**config.mk**
```make
export PLATFORM = sky130hd
export DESIGN_NAME = accel_moving_average_servo_map
export DESIGN_NICKNAME = d
export VERILOG_FILES = /design/src/hdl/mavg_pkg.sv /design/src/hdl/accel_moving_average_servo_map.sv /design/src/hdl/mavg_ring.sv /design/src/hdl/mavg_div.sv
export SDC_FILE = /design/constraint.sdc
export NUM_CORES = 2
export LEC_CHECK = 0
export BUFFER_PORTS_ARGS = -buffer_cell sky130_fd_sc_hd__buf_4
export CORE_MARGIN = 1.5
export CORE_UTILIZATION = 50
export CTS_CLUSTER_SIZE = 24
export DETAILED_ROUTE_END_ITERATION = 16
export PLACE_DENSITY_LB_ADDON = 0.08
export SLEW_MARGIN = 20
export SYNTH_ARGS = -nofsm -noshare
export SYNTH_HDL_FRONTEND = slang
export SYNTH_SLANG_ARGS = --single-unit
```
**constraint.sdc**
```tcl
create_clock -name clk -period 8.9 [get_ports clk]
set_input_delay 1.335 -clock clk [delete_from_list [all_inputs] [get_ports clk]]
set_output_delay 1.335 -clock clk [all_outputs]
set_load 0.01 [all_outputs]
```
**src/hdl/mavg_pkg.sv**
```systemverilog
// Shared types and constants of the accelerometer moving-average and servo map block.
package mavg_pkg;

    // Field widths.
    localparam int ACC_W       = 16;
    localparam int CFG_W       = 12;
    localparam int ANGLE_W     = 8;
    localparam int PULSE_W     = 13;
    localparam int IN_TDATA_W  = 48;
    localparam int OUT_TDATA_W = 72;

    // Scaling constants: 16384 counts per g, 90 degrees per g, 180 degrees full travel.
    localparam int ONE_G_SHIFT   = 14;
    localparam int HALF_TURN_DEG = 90;
    localparam int FULL_TURN_DEG = 180;

    // Reciprocal of 180 for the pulse scaling: floor(p / 180) equals
    // (p * PULSE_RECIP) >> RECIP_SHIFT for every product of an angle and a 12-bit span.
    localparam int RECIP_W     = 21;
    localparam int RECIP_SHIFT = 28;
    localparam logic [RECIP_W-1:0] PULSE_RECIP = 21'd1491309;

    // Divider divisor width; holds the fill count.
    localparam int DIV_VW = 8;

    // Configuration register indexes and reset values.
    localparam int CFG_IDX_W = 1;
    localparam logic [CFG_IDX_W-1:0] REG_PULSE_MIN  = 1'b0;
    localparam logic [CFG_IDX_W-1:0] REG_PULSE_SPAN = 1'b1;
    localparam logic [CFG_W-1:0] PULSE_MIN_RST  = 12'd500;
    localparam logic [CFG_W-1:0] PULSE_SPAN_RST = 12'd2000;

    // One stored sample, x in the lowest bits.
    typedef struct packed {
        logic signed [ACC_W-1:0] z;
        logic signed [ACC_W-1:0] y;
        logic signed [ACC_W-1:0] x;
    } accel_sample_t;

    // Divider start request.
    typedef struct packed {
        logic              start;
        logic [DIV_VW-1:0] divisor;
    } div_ctl_t;

    // Sequencer states.
    typedef enum logic [2:0] {
        ST_IDLE,
        ST_READ,
        ST_UPDATE,
        ST_PREP,
        ST_DIV_MEAN,
        ST_SCALE,
        ST_PULSE,
        ST_OUT
    } state_t;

endpackage

```
**src/hdl/accel_moving_average_servo_map.sv**
```systemverilog
// Top level of the three-axis moving-average filter with servo mapping of the x axis.
//
// Usage: one accelerometer sample (x, y, z raw counts) arrives per transfer on the
// s_axis channel; each sample yields exactly one result transfer on m_axis with the
// three windowed means, the servo angle and the servo pulse width. The pulse
// registers are written through cfg_wr_en / cfg_index / cfg_data; the user must
// write them only while idle, as the block itself does not enforce this.
// Timing: from its transfer to its result being registered, an item passes in order
// through the ring read, the sum update, the divider setup, the serial divider for
// the means and the angle, the pulse product, the scaling by 1/180 and the output
// load; a new sample is taken only once the sequencer is back in idle.
// One item is processed at a time; s_axis_tready is high only while the sequencer
// is idle, and a finished result may wait in the output register while the next
// sample is taken in.
// Reset clears the sums, the fill count, the write slot and the output valid, and
// restores the pulse registers to 500 and 2000 us. Ring entries are not cleared;
// the old value of an entry is used only after it has been written.
// If m_axis_tready stays low, the next result waits in the sequencer and no new
// sample is accepted until the output register frees up.
module accel_moving_average_servo_map #(
    parameter int WINDOW_DEPTH = 10
) (
    input  logic                                  clk,
    input  logic                                  rst_n,
    // Configuration write port.
    input  logic                                  cfg_wr_en,
    input  logic [mavg_pkg::CFG_IDX_W-1:0]        cfg_index,
    input  logic [mavg_pkg::CFG_W-1:0]            cfg_data,
    // Sample input: tdata = accel_x[15:0], accel_y[31:16], accel_z[47:32].
    input  logic                                  s_axis_tvalid,
    output logic                                  s_axis_tready,
    input  logic [mavg_pkg::IN_TDATA_W-1:0]       s_axis_tdata,
    // Result output: tdata = mean_x[15:0], mean_y[31:16], mean_z[47:32],
    // servo_angle[55:48], servo_pulse_us[68:56], zeros[71:69].
    output logic                                  m_axis_tvalid,
    input  logic                                  m_axis_tready,
    output logic [mavg_pkg::OUT_TDATA_W-1:0]      m_axis_tdata
);
    import mavg_pkg::*;

    localparam int IDX_W  = (WINDOW_DEPTH > 1) ? $clog2(WINDOW_DEPTH) : 1;
    localparam int CNT_W  = $clog2(WINDOW_DEPTH + 1);
    localparam int SUM_W  = ACC_W + 1 + $clog2(WINDOW_DEPTH);
    localparam int PROD_W = CFG_W + ANGLE_W;
    localparam int RP_W   = PROD_W + RECIP_W;
    localparam int DIV_DW = SUM_W;
    localparam int SCL_W  = SUM_W + 7;
    localparam int LANES  = 4;

    state_t state_reg, state_next;

    logic [CFG_W-1:0]   pulse_min_reg, pulse_span_reg;
    logic [IDX_W-1:0]   slot_reg, slot_next;
    logic [CNT_W-1:0]   count_reg, count_next;
    logic signed [SUM_W-1:0] sum_reg [3];
    logic signed [SUM_W-1:0] sum_next [3];
    accel_sample_t      sample_reg;
    accel_sample_t      ring_rdata;
    logic [ACC_W-1:0]   mean_reg [3];
    logic [ACC_W-1:0]   mean_next [3];
    logic [ANGLE_W-1:0] angle_reg;
    logic [PULSE_W-1:0] pulse_reg;
    logic [PROD_W-1:0]  prod_reg;
    logic [OUT_TDATA_W-1:0] out_data_reg;
    logic               out_valid_reg, out_valid_next;

    // Sequencer decode.
    logic ring_rd_en, ring_wr_en, mean_load, scale_load, pulse_load, out_load, accept;

    // Datapath signals.
    logic signed [SUM_W-1:0] new_ext [3];
    logic signed [SUM_W-1:0] old_ext [3];
    logic [SUM_W-1:0]        mag [3];
    logic signed [SUM_W-1:0] full_s, sx_cl;
    logic [SUM_W-1:0]        u_off;
    logic [SCL_W-1:0]        scaled;
    logic                    ring_full;
    logic [PROD_W-1:0]       prod;
    logic [RP_W-1:0]         recip_prod;
    logic [CFG_W-1:0]        span_part;

    div_ctl_t                     div_ctl;
    logic [LANES-1:0][DIV_DW-1:0] div_dvd;
    logic [LANES-1:0][DIV_DW-1:0] div_quo;
    logic                         div_done;

    mavg_ring #(
        .DEPTH (WINDOW_DEPTH),
        .AW    (IDX_W)
    ) u_ring (
        .clk     (clk),
        .wr_en   (ring_wr_en),
        .wr_addr (slot_reg),
        .wr_data (sample_reg),
        .rd_en   (ring_rd_en),
        .rd_addr (slot_reg),
        .rd_data (ring_rdata)
    );

    mavg_div #(
        .LANES (LANES),
        .DW    (DIV_DW)
    ) u_div (
        .clk      (clk),
        .rst_n    (rst_n),
        .ctl      (div_ctl),
        .dividend (div_dvd),
        .quotient (div_quo),
        .done     (div_done)
    );

    // Next-state logic.
    always_comb
    begin
        state_next = state_reg;
        case (state_reg)
            ST_IDLE:      if (s_axis_tvalid) state_next = ST_READ;
            ST_READ:      state_next = ST_UPDATE;
            ST_UPDATE:    state_next = ST_PREP;
            ST_PREP:      state_next = ST_DIV_MEAN;
            ST_DIV_MEAN:  if (div_done) state_next = ST_SCALE;
            ST_SCALE:     state_next = ST_PULSE;
            ST_PULSE:     state_next = ST_OUT;
            ST_OUT:       if (!out_valid_reg || m_axis_tready) state_next = ST_IDLE;
            default:      state_next = ST_IDLE;
        endcase
    end

    // Output decode of the sequencer.
    always_comb
    begin
        s_axis_tready   = (state_reg == ST_IDLE);
        ring_rd_en      = (state_reg == ST_READ);
        ring_wr_en      = (state_reg == ST_UPDATE);
        mean_load       = (state_reg == ST_DIV_MEAN) && div_done;
        scale_load      = (state_reg == ST_SCALE);
        pulse_load      = (state_reg == ST_PULSE);
        out_load        = (state_reg == ST_OUT) && (!out_valid_reg || m_axis_tready);
        div_ctl.start   = (state_reg == ST_PREP);
        div_ctl.divisor = DIV_VW'(count_reg);
    end

    assign accept = s_axis_tvalid && s_axis_tready;

    // Sign-extended new and overwritten samples.
    always_comb
    begin
        new_ext[0] = {{(SUM_W-ACC_W){sample_reg.x[ACC_W-1]}}, sample_reg.x};
        new_ext[1] = {{(SUM_W-ACC_W){sample_reg.y[ACC_W-1]}}, sample_reg.y};
        new_ext[2] = {{(SUM_W-ACC_W){sample_reg.z[ACC_W-1]}}, sample_reg.z};
        old_ext[0] = {{(SUM_W-ACC_W){ring_rdata.x[ACC_W-1]}}, ring_rdata.x};
        old_ext[1] = {{(SUM_W-ACC_W){ring_rdata.y[ACC_W-1]}}, ring_rdata.y};
        old_ext[2] = {{(SUM_W-ACC_W){ring_rdata.z[ACC_W-1]}}, ring_rdata.z};
    end

    assign ring_full = (count_reg == CNT_W'(WINDOW_DEPTH));

    // Running sums, write slot and fill count, updated once per sample.
    always_comb
    begin
        slot_next  = slot_reg;
        count_next = count_reg;
        for (int a = 0; a < 3; a++)
        begin
            sum_next[a] = sum_reg[a];
        end
        if (ring_wr_en)
        begin
            for (int a = 0; a < 3; a++)
            begin
                sum_next[a] = sum_reg[a] + new_ext[a] - (ring_full ? old_ext[a] : '0);
            end
            slot_next = (slot_reg == IDX_W'(WINDOW_DEPTH - 1)) ? '0 : slot_reg + 1'b1;
            if (!ring_full)
            begin
                count_next = count_reg + 1'b1;
            end
        end
    end

    // Divider operands: magnitudes of the sums and the scaled, clamped x offset.
    always_comb
    begin
        for (int a = 0; a < 3; a++)
        begin
            mag[a] = sum_reg[a][SUM_W-1] ? SUM_W'(-sum_reg[a]) : SUM_W'(sum_reg[a]);
        end
        full_s = SUM_W'(count_reg) << ONE_G_SHIFT;
        if (sum_reg[0] > full_s)
        begin
            sx_cl = full_s;
        end
        else if (sum_reg[0] < -full_s)
        begin
            sx_cl = -full_s;
        end
        else
        begin
            sx_cl = sum_reg[0];
        end
        u_off      = SUM_W'(sx_cl + full_s);
        scaled     = SCL_W'(u_off) * SCL_W'(HALF_TURN_DEG);
        div_dvd[0] = DIV_DW'(mag[0]);
        div_dvd[1] = DIV_DW'(mag[1]);
        div_dvd[2] = DIV_DW'(mag[2]);
        div_dvd[3] = DIV_DW'(scaled >> ONE_G_SHIFT);
    end

    // Pulse scaling: angle times span, then the quotient by 180 through its reciprocal.
    always_comb
    begin
        prod       = PROD_W'(angle_reg) * PROD_W'(pulse_span_reg);
        recip_prod = RP_W'(prod_reg) * RP_W'(PULSE_RECIP);
        span_part  = recip_prod[RECIP_SHIFT +: CFG_W];
    end

    // Means truncated toward zero: quotient of the magnitude with the sign of the sum.
    always_comb
    begin
        for (int a = 0; a < 3; a++)
        begin
            mean_next[a] = sum_reg[a][SUM_W-1] ? ACC_W'(~div_quo[a][ACC_W-1:0] + 1'b1)
                                               : div_quo[a][ACC_W-1:0];
        end
    end

    // Output valid: set when a result loads, cleared when it is transferred.
    always_comb
    begin
        out_valid_next = out_valid_reg;
        if (out_load)
        begin
            out_valid_next = 1'b1;
        end
        else if (m_axis_tready)
        begin
            out_valid_next = 1'b0;
        end
    end

    // Control state and configuration registers.
    always_ff @(posedge clk or negedge rst_n)
    begin
        if (!rst_n)
        begin
            state_reg      <= ST_IDLE;
            slot_reg       <= '0;
            count_reg      <= '0;
            sum_reg        <= '{default: '0};
            out_valid_reg  <= 1'b0;
            pulse_min_reg  <= PULSE_MIN_RST;
            pulse_span_reg <= PULSE_SPAN_RST;
        end
        else
        begin
            state_reg     <= state_next;
            slot_reg      <= slot_next;
            count_reg     <= count_next;
            sum_reg       <= sum_next;
            out_valid_reg <= out_valid_next;
            if (cfg_wr_en)
            begin
                case (cfg_index)
                    REG_PULSE_MIN:  pulse_min_reg  <= cfg_data;
                    REG_PULSE_SPAN: pulse_span_reg <= cfg_data;
                    default:        ;
                endcase
            end
        end
    end

    // Payload registers.
    always_ff @(posedge clk)
    begin
        if (accept)
        begin
            sample_reg <= accel_sample_t'(s_axis_tdata);
        end
        if (mean_load)
        begin
            mean_reg  <= mean_next;
            angle_reg <= div_quo[3][ANGLE_W-1:0];
        end
        if (scale_load)
        begin
            prod_reg <= prod;
        end
        if (pulse_load)
        begin
            pulse_reg <= PULSE_W'(pulse_min_reg) + PULSE_W'(span_part);
        end
        if (out_load)
        begin
            out_data_reg <= {3'b000, pulse_reg, angle_reg, mean_reg[2], mean_reg[1],
                             mean_reg[0]};
        end
    end

    assign m_axis_tvalid = out_valid_reg;
    assign m_axis_tdata  = out_data_reg;

endmodule

```
**src/hdl/mavg_ring.sv**
```systemverilog
// Sample ring memory: one write port and one registered read port.
module mavg_ring #(
    parameter int DEPTH = 10,
    parameter int AW    = 4
) (
    input  logic                    clk,
    input  logic                    wr_en,
    input  logic [AW-1:0]           wr_addr,
    input  mavg_pkg::accel_sample_t wr_data,
    input  logic                    rd_en,
    input  logic [AW-1:0]           rd_addr,
    output mavg_pkg::accel_sample_t rd_data
);
    import mavg_pkg::*;

    accel_sample_t mem [DEPTH];
    accel_sample_t rd_data_reg;

    // Write port.
    always_ff @(posedge clk)
    begin
        if (wr_en)
        begin
            mem[wr_addr] <= wr_data;
        end
    end

    // Registered read port.
    always_ff @(posedge clk)
    begin
        if (rd_en)
        begin
            rd_data_reg <= mem[rd_addr];
        end
    end

    assign rd_data = rd_data_reg;

endmodule

```
**src/hdl/mavg_div.sv**
```systemverilog
// Multi-lane restoring divider sharing one divisor, one quotient bit per cycle.
module mavg_div #(
    parameter int LANES = 4,
    parameter int DW    = 21
) (
    input  logic                      clk,
    input  logic                      rst_n,
    input  mavg_pkg::div_ctl_t        ctl,
    input  logic [LANES-1:0][DW-1:0]  dividend,
    output logic [LANES-1:0][DW-1:0]  quotient,
    output logic                      done
);
    import mavg_pkg::*;

    localparam int CNT_W = $clog2(DW + 1);

    logic                     busy_reg, busy_next;
    logic                     done_reg, done_next;
    logic [CNT_W-1:0]         cnt_reg, cnt_next;
    logic [LANES-1:0][DW-1:0] dvd_reg, dvd_next;
    logic [DIV_VW-1:0]        rem_reg [LANES];
    logic [DIV_VW-1:0]        rem_next [LANES];
    logic [DIV_VW-1:0]        dsr_reg, dsr_next;
    logic [DIV_VW:0]          trial [LANES];

    // Shift-subtract step; after DW steps the dividend register holds the quotient.
    always_comb
    begin
        busy_next = busy_reg;
        done_next = 1'b0;
        cnt_next  = cnt_reg;
        dvd_next  = dvd_reg;
        dsr_next  = dsr_reg;
        for (int l = 0; l < LANES; l++)
        begin
            rem_next[l] = rem_reg[l];
            trial[l]    = {rem_reg[l], dvd_reg[l][DW-1]};
        end
        if (ctl.start)
        begin
            busy_next = 1'b1;
            cnt_next  = CNT_W'(DW);
            dvd_next  = dividend;
            dsr_next  = ctl.divisor;
            for (int l = 0; l < LANES; l++)
            begin
                rem_next[l] = '0;
            end
        end
        else if (busy_reg)
        begin
            for (int l = 0; l < LANES; l++)
            begin
                if (trial[l] >= {1'b0, dsr_reg})
                begin
                    rem_next[l] = DIV_VW'(trial[l] - {1'b0, dsr_reg});
                    dvd_next[l] = {dvd_reg[l][DW-2:0], 1'b1};
                end
                else
                begin
                    rem_next[l] = trial[l][DIV_VW-1:0];
                    dvd_next[l] = {dvd_reg[l][DW-2:0], 1'b0};
                end
            end
            cnt_next = cnt_reg - 1'b1;
            if (cnt_reg == CNT_W'(1))
            begin
                busy_next = 1'b0;
                done_next = 1'b1;
            end
        end
    end

    // Control registers.
    always_ff @(posedge clk or negedge rst_n)
    begin
        if (!rst_n)
        begin
            busy_reg <= 1'b0;
            done_reg <= 1'b0;
            cnt_reg  <= '0;
        end
        else
        begin
            busy_reg <= busy_next;
            done_reg <= done_next;
            cnt_reg  <= cnt_next;
        end
    end

    // Datapath registers.
    always_ff @(posedge clk)
    begin
        dvd_reg <= dvd_next;
        dsr_reg <= dsr_next;
        rem_reg <= rem_next;
    end

    assign quotient = dvd_reg;
    assign done     = done_reg;

endmodule

```
* Word level (Yosys, flattened, before mapping)
Memories as Yosys holds them, arrays and structs flattened. A register that Yosys moved wholly into a read port is not among the register bits.
Cells that the tools add are included.
** Word-level totals
- Bits in registers :: 432
- Output and inout bits :: 74
- RAM bits :: 480
- Memories kept :: 1
- Word-level logic and storage cells :: 132
** Memory list
- u_ring.mem :: words 10, bits a word 48, rd ports 1, clocked after Yosys merged registers in 1, write ports 1, line mavg_ring.sv:16 : accel_sample_t mem [DEPTH];
** Cells by class
- Order comparisons :: 6
- Equal/unequal tests :: 13
- Reductions and logical operators :: 12
- Add/subtract/negate cells :: 22
- Multiply operators :: 3
- Multiplexer cells :: 38
- Bitwise logic cells :: 5
** Operators with widths (count)
- two-way mux 21 bit :: 8
- two-way mux 77 bit :: 2
- adder 21 bit :: 3
- negator 21 bit :: 3
- subtractor 21 bit :: 3
- adder 16 x 1 -> 16 bit (second input constant) :: 3
- two-way mux 16 bit :: 3
- NOT 16 bit :: 3
- multiplier 20 x 21 -> 40 bit (second input constant) :: 1
- >= comparator 9 x 4 -> 1 bit :: 4
- two-way mux 8 bit :: 4
- subtractor 8 x 4 -> 8 bit :: 4
- multiplier 21 x 6 -> 27 bit (second input constant) :: 1
- case mux 3 bit (8 select lines) :: 1
- adder 21 x 19 -> 21 bit :: 1
- greater-than comparator 21 x 19 -> 1 bit :: 1
- less-than comparator 21 bit :: 1
- negator 18 -> 21 bit :: 1
- multiplier 8 x 12 -> 20 bit :: 1
- two-way mux 1 bit :: 14
- adder 12 x 12 -> 13 bit :: 1
- equality test 3 bit (second input constant) :: 4
- two-way mux 5 bit :: 2
- two-way mux 3 bit :: 3
- other kinds (17) :: 27

* Logic depth before layout (Yosys ltp)
- Depth in word-level cells :: 7
- Depth in mapped cells :: 35
- Depth with buffers taken out :: 35

* Hierarchy
A second synthesis with hierarchy kept.
** Unflattened totals
- Cell total of the unflattened synthesis :: 4485
- Area total of the unflattened synthesis :: 56295.2 sq um
** Modules (own cells, without submodules)
- accel_moving_average_servo_map :: area an instance 29156.7 sq um, instances 1, cells each 2873
- mavg_ring :: area an instance 20191.9 sq um, instances 1, cells each 1038
- mavg_div :: area an instance 6946.7 sq um, instances 1, cells each 574

* Least setup slack after synthesis
OpenSTA, ideal clock, no wires.
- Kind :: register -> register
- Start :: reg prod_reg[10]
- End :: reg pulse_reg[10], data pin
- Setup slack :: 775 ps
- Period minus slack after synthesis :: 8125 ps
- Data arrival time :: 7860 ps
- Required time :: 8635 ps
- Stages on the path, launching flop included :: 34
- Path through :: edfxtp_1 ha_1 fa_1 inv_1 fa_1 fa_1 inv_1 fa_1 fa_1 inv_1 fa_1 inv_1 ha_1 a21o_1 a21o_1 a21o_1 a221o_1 a211oi_1 nor2_1 o41ai_1 a211o_1 xnor2_1 ha_1 inv_1 fa_1 nor2b_1 o21ai_0 a21boi_0 o21ai_0 a21boi_0 o21ai_0 a21boi_0 or4_1 nand3_1
** On the way
- Cells in the longest elaborated chain, start to end :: 2
** RTL lines
- start: declaration :: line accel_moving_average_servo_map.sv:63 : logic [PROD_W-1:0] prod_reg;
- start signal: assignment :: line accel_moving_average_servo_map.sv:286 : prod_reg <= prod;
- multiplier 20 x 21 -> 40 bit :: line accel_moving_average_servo_map.sv:213 : recip_prod = RP_W'(prod_reg) * RP_W'(PULSE_RECIP);
- adder 12 x 12 -> 13 bit :: line accel_moving_average_servo_map.sv:290 : pulse_reg <= PULSE_W'(pulse_min_reg) + PULSE_W'(span_part);
- end signal: assignment :: line accel_moving_average_servo_map.sv:290
- end: declaration :: line accel_moving_average_servo_map.sv:62 : logic [PULSE_W-1:0] pulse_reg;
Every way passes these cells.
A chain may end at the register's enable or synchronous reset.

* Final worst setup path
- Start :: reg prod_reg[9]
- End :: reg pulse_reg[10], data pin
The elaborated chain is that of the path after synthesis.

==> qor.yml <==
worst_ep_arrival_time_ps: 8780
syn_area_per_cell_sq_um: 12.6
yosysUniqueCellTypes: 78
fin_crit_ps: 8350
ys_async_sr_fraction_pct: 11.0
core-area_sq_mm: 0.109
port_buffers: 136
holdPathStages: 0
relSlewSlack_pct: 29.2
dp_hpwl_microns: 83800
clock_latency_ps: 700
worst_pin_slew_ps: 1060
numClockSinks: 960
grt_pass1_wl_microns: 187000
htree_levels: 3
holdBufCountCts: 0
r2r_start: "prod_reg[9]$_DFFE_PP_"
numCtsBuffers: 102
die_h_microns: 334
antenna_found_initial: 3
period_share_pct: 93.8
die_x_microns: 334
route.detailed.drc: 0
final_nets: 5215
wl_per_cell_microns: 19.7
grt_max_degree: 103
pin_count: 140
cts_buffer_depth: 3
rrSetupSlack_ps: 550
cp.required_ps: 9340
maxSlewViolCount: 0
synth_top_family_by_area: "adder cells"
status: "finished, final reports clean"
cpPeakStageDelay_ps: 570
whs_endpoint: "m_axis_tdata[61]$_DFFE_PP_"
wirelength_microns: 118000
routed_via_density: 5.30
drt_first_pass_iters: 5
ys_warn_count: 0
tns_ps: 0
top_register: "u_ring.mem"
seq_area_frac_synth_pct: 51.0
synthesis.instances: 4332
initial_core_util_pct: 50.4
areaGrowthSynthToFinish_pct: 10.9
path_class: "register to register"
finalHoldViolCount: 0
root_buffer: "clkbuf_16"
fin_skew_ps: 40.7
overflow: 0
start_kind: "register"
drv_cap: 0
worstPathMaxFanout: 4
synthXorXnorAreaFrac_pct: 3.74
hold_class: "register to register"
die_area_sq_mm: 0.112
ant_nets: 0
worst_path_most_repeated_cell: "fa_1"
synth.cell_area_sq_mm: 0.0548
synth-edff-count: 815
num_rows: 121
reg2reg_to: "pulse_reg[10]$_DFFE_PP_"
vias: 31729
drive_above_1_share_pct: 11.1
first_global_vias: 32718
design_area_sq_mm: 0.0608
ff2ff_path_depth: 37
place.gp.congestion: 0.886
min_from: "pulse_reg[5]$_DFFE_PP_"
largest_reg_flops: 480
synthSimpleGateAreaFrac_pct: 7.80
ys_seq_elements: 960
clkTransAtPathRegs_ps: 70
synth-main-ff-cell: "edfxtp_1"
synth_mux_area_share_pct: 5.81
dpl_cell_area_sq_mm: 0.0575
antenna_cells: 0
drtIter0Drc: 1778
synthAdderAreaFrac_pct: 19.0
crit_slowest_cell: "fa_1"
max_freq_ghz: 0.120
finalSetupViolations: 0
tritoncts: "done"
end_kind: "register"
grt_usage_pct: 21.8
synth_compound_area_share_pct: 7.35
rsz0062_at_grt: "false"
how the worst max path moves through the flow:
| stage | from | to | cells after the start |
|---|---|---|---|
| 3_5_place_dp | prod_reg[9]$_DFFE_PP_ | pulse_reg[10]$_DFFE_PP_ | 36 |
| 4_1_cts | prod_reg[9]$_DFFE_PP_ | pulse_reg[10]$_DFFE_PP_ | 36 |
| 5_1_grt | prod_reg[9]$_DFFE_PP_ | pulse_reg[12]$_DFFE_PP_ | 37 |
| 2_1_floorplan | prod_reg[10]$_DFFE_PP_ | pulse_reg[10]$_DFFE_PP_ | 33 |
| 6_report | prod_reg[9]$_DFFE_PP_ | pulse_reg[10]$_DFFE_PP_ | 37 |
| 3_3_place_gp | prod_reg[9]$_DFFE_PP_ | pulse_reg[10]$_DFFE_PP_ | 36 |
cell usage after synthesis, types with 5 or more instances:
cell      number  area [sq um]
a211o_1        7          61.3
a211oi_1      88           661
a21boi_0      11          82.6
a21o_1        37           278
a21oi_1      146           731
a31oi_1        5          31.3
and2_1       113           707
and3_1        23           144
buf_1         17          63.8
buf_2          8          40.0
clkbuf_1     109           409
dfrtp_1       94          2350
dfstp_2       12           315
dfxtp_1       39           781
edfxtp_1     815         24500
fa_1         274          5490
ha_1         392          4900
inv_1        634          2380
mux2_2        24           270
mux2i_1       75           751
mux4_2        96          2160
nand2_1      287          1080
nand2b_1      29           181
nand3_1       46           230
nand4_1       19           119
nor2_1       149           559
nor2b_1       86           538
nor3_1        47           235
nor3b_1        6          45.0
nor4_1        12          75.1
o211ai_1      15           113
o21a_1        21           158
o21ai_0      199           996
o21ai_1        5          25.0
o21bai_1       9          67.6
o31ai_1       39           293
o41ai_1       13           114
or2_2          5          31.3
or3_1         19           119
or4_1          8          60.1
xnor2_1      187          1640
xor2_1        45           394
stage by stage:
step | instances | util [%] | setup slack, ps | hold slack (ps)
5_1_grt | 5984 | 55.9 | 2.52 | 424
2_1_floorplan | 4334 | - | 775 | 400
6_report | 5984 | 55.9 | 554 | 411
3_3_place_gp | 5792 | 52.9 | 234 | 401
4_1_cts | 5983 | 55.9 | 177 | 408
3_5_place_dp | 5792 | 52.9 | 186 | 405
cells by family after synthesis:
group,after synthesis
flops,960
xor+xnor,233
simple gates,866
other cells,1
mux,195
buf+inv,773
fa+ha+maj,667
compound gates,637
layout make-up:
cell class / count / area [sq um]
clock buffer: 128 / 2700
multi-input combinational: 2601 / 24100
clock inverter: 63 / 528
fill: 9242 / 47900
tap: 1414 / 1770
inverter: 635 / 2380
timing repair buffer: 183 / 1390
sequential: 960 / 27900
critical path, delay by kind of cell, from the launching register on:
kind,cells,cell delay [ps]
simple gates,4,380
fa+ha+maj,10,4150
buf+inv,9,900
compound gates,13,2160
xor+xnor,1,120
flops,1,400
cell usage in the layout, fill, tap and decap left out, drive strengths merged, types with 11 or more instances in the layout:
cell type	n
or3	21
dfstp	12
mux2	24
a211oi	88
xnor2	187
o21ai	204
nor4	12
o31ai	39
nand2	287
mux2i	75
nand4	19
o211ai	15
nand2b	29
nor2b	86
clkbuf	128
buf	183
mux4	96
and2	113
o21a	21
clkinv	46
inv	641
a21o	37
edfxtp	815
xor2	46
ha	392
nand3	46
nor3	48
nor2	149
a21oi	146
a21boi	11
fa	274
dfxtp	39
and3	23
o41ai	17
dfrtp	94
what timing repair did:
| item | 4_1_cts | 5_1_grt |
|---|---|---|
| setup buffers | 0 | 1 |
| endpoints found under the setup margin | 0 | 3 |
| resized for setup | 0 | 10 |
layer usage:
layer	up-vias	track usage, %	share of wire [%]
li1	15495	-	-
met1	15560	31.0	47
met2	531	35.2	47
met3	143	2.96	4.0
met4	0	5.90	2.2
met5	-	0	0
Power is not shown: default switching activity piles up to over one toggle a cycle in this logic, so the estimate is an artifact.
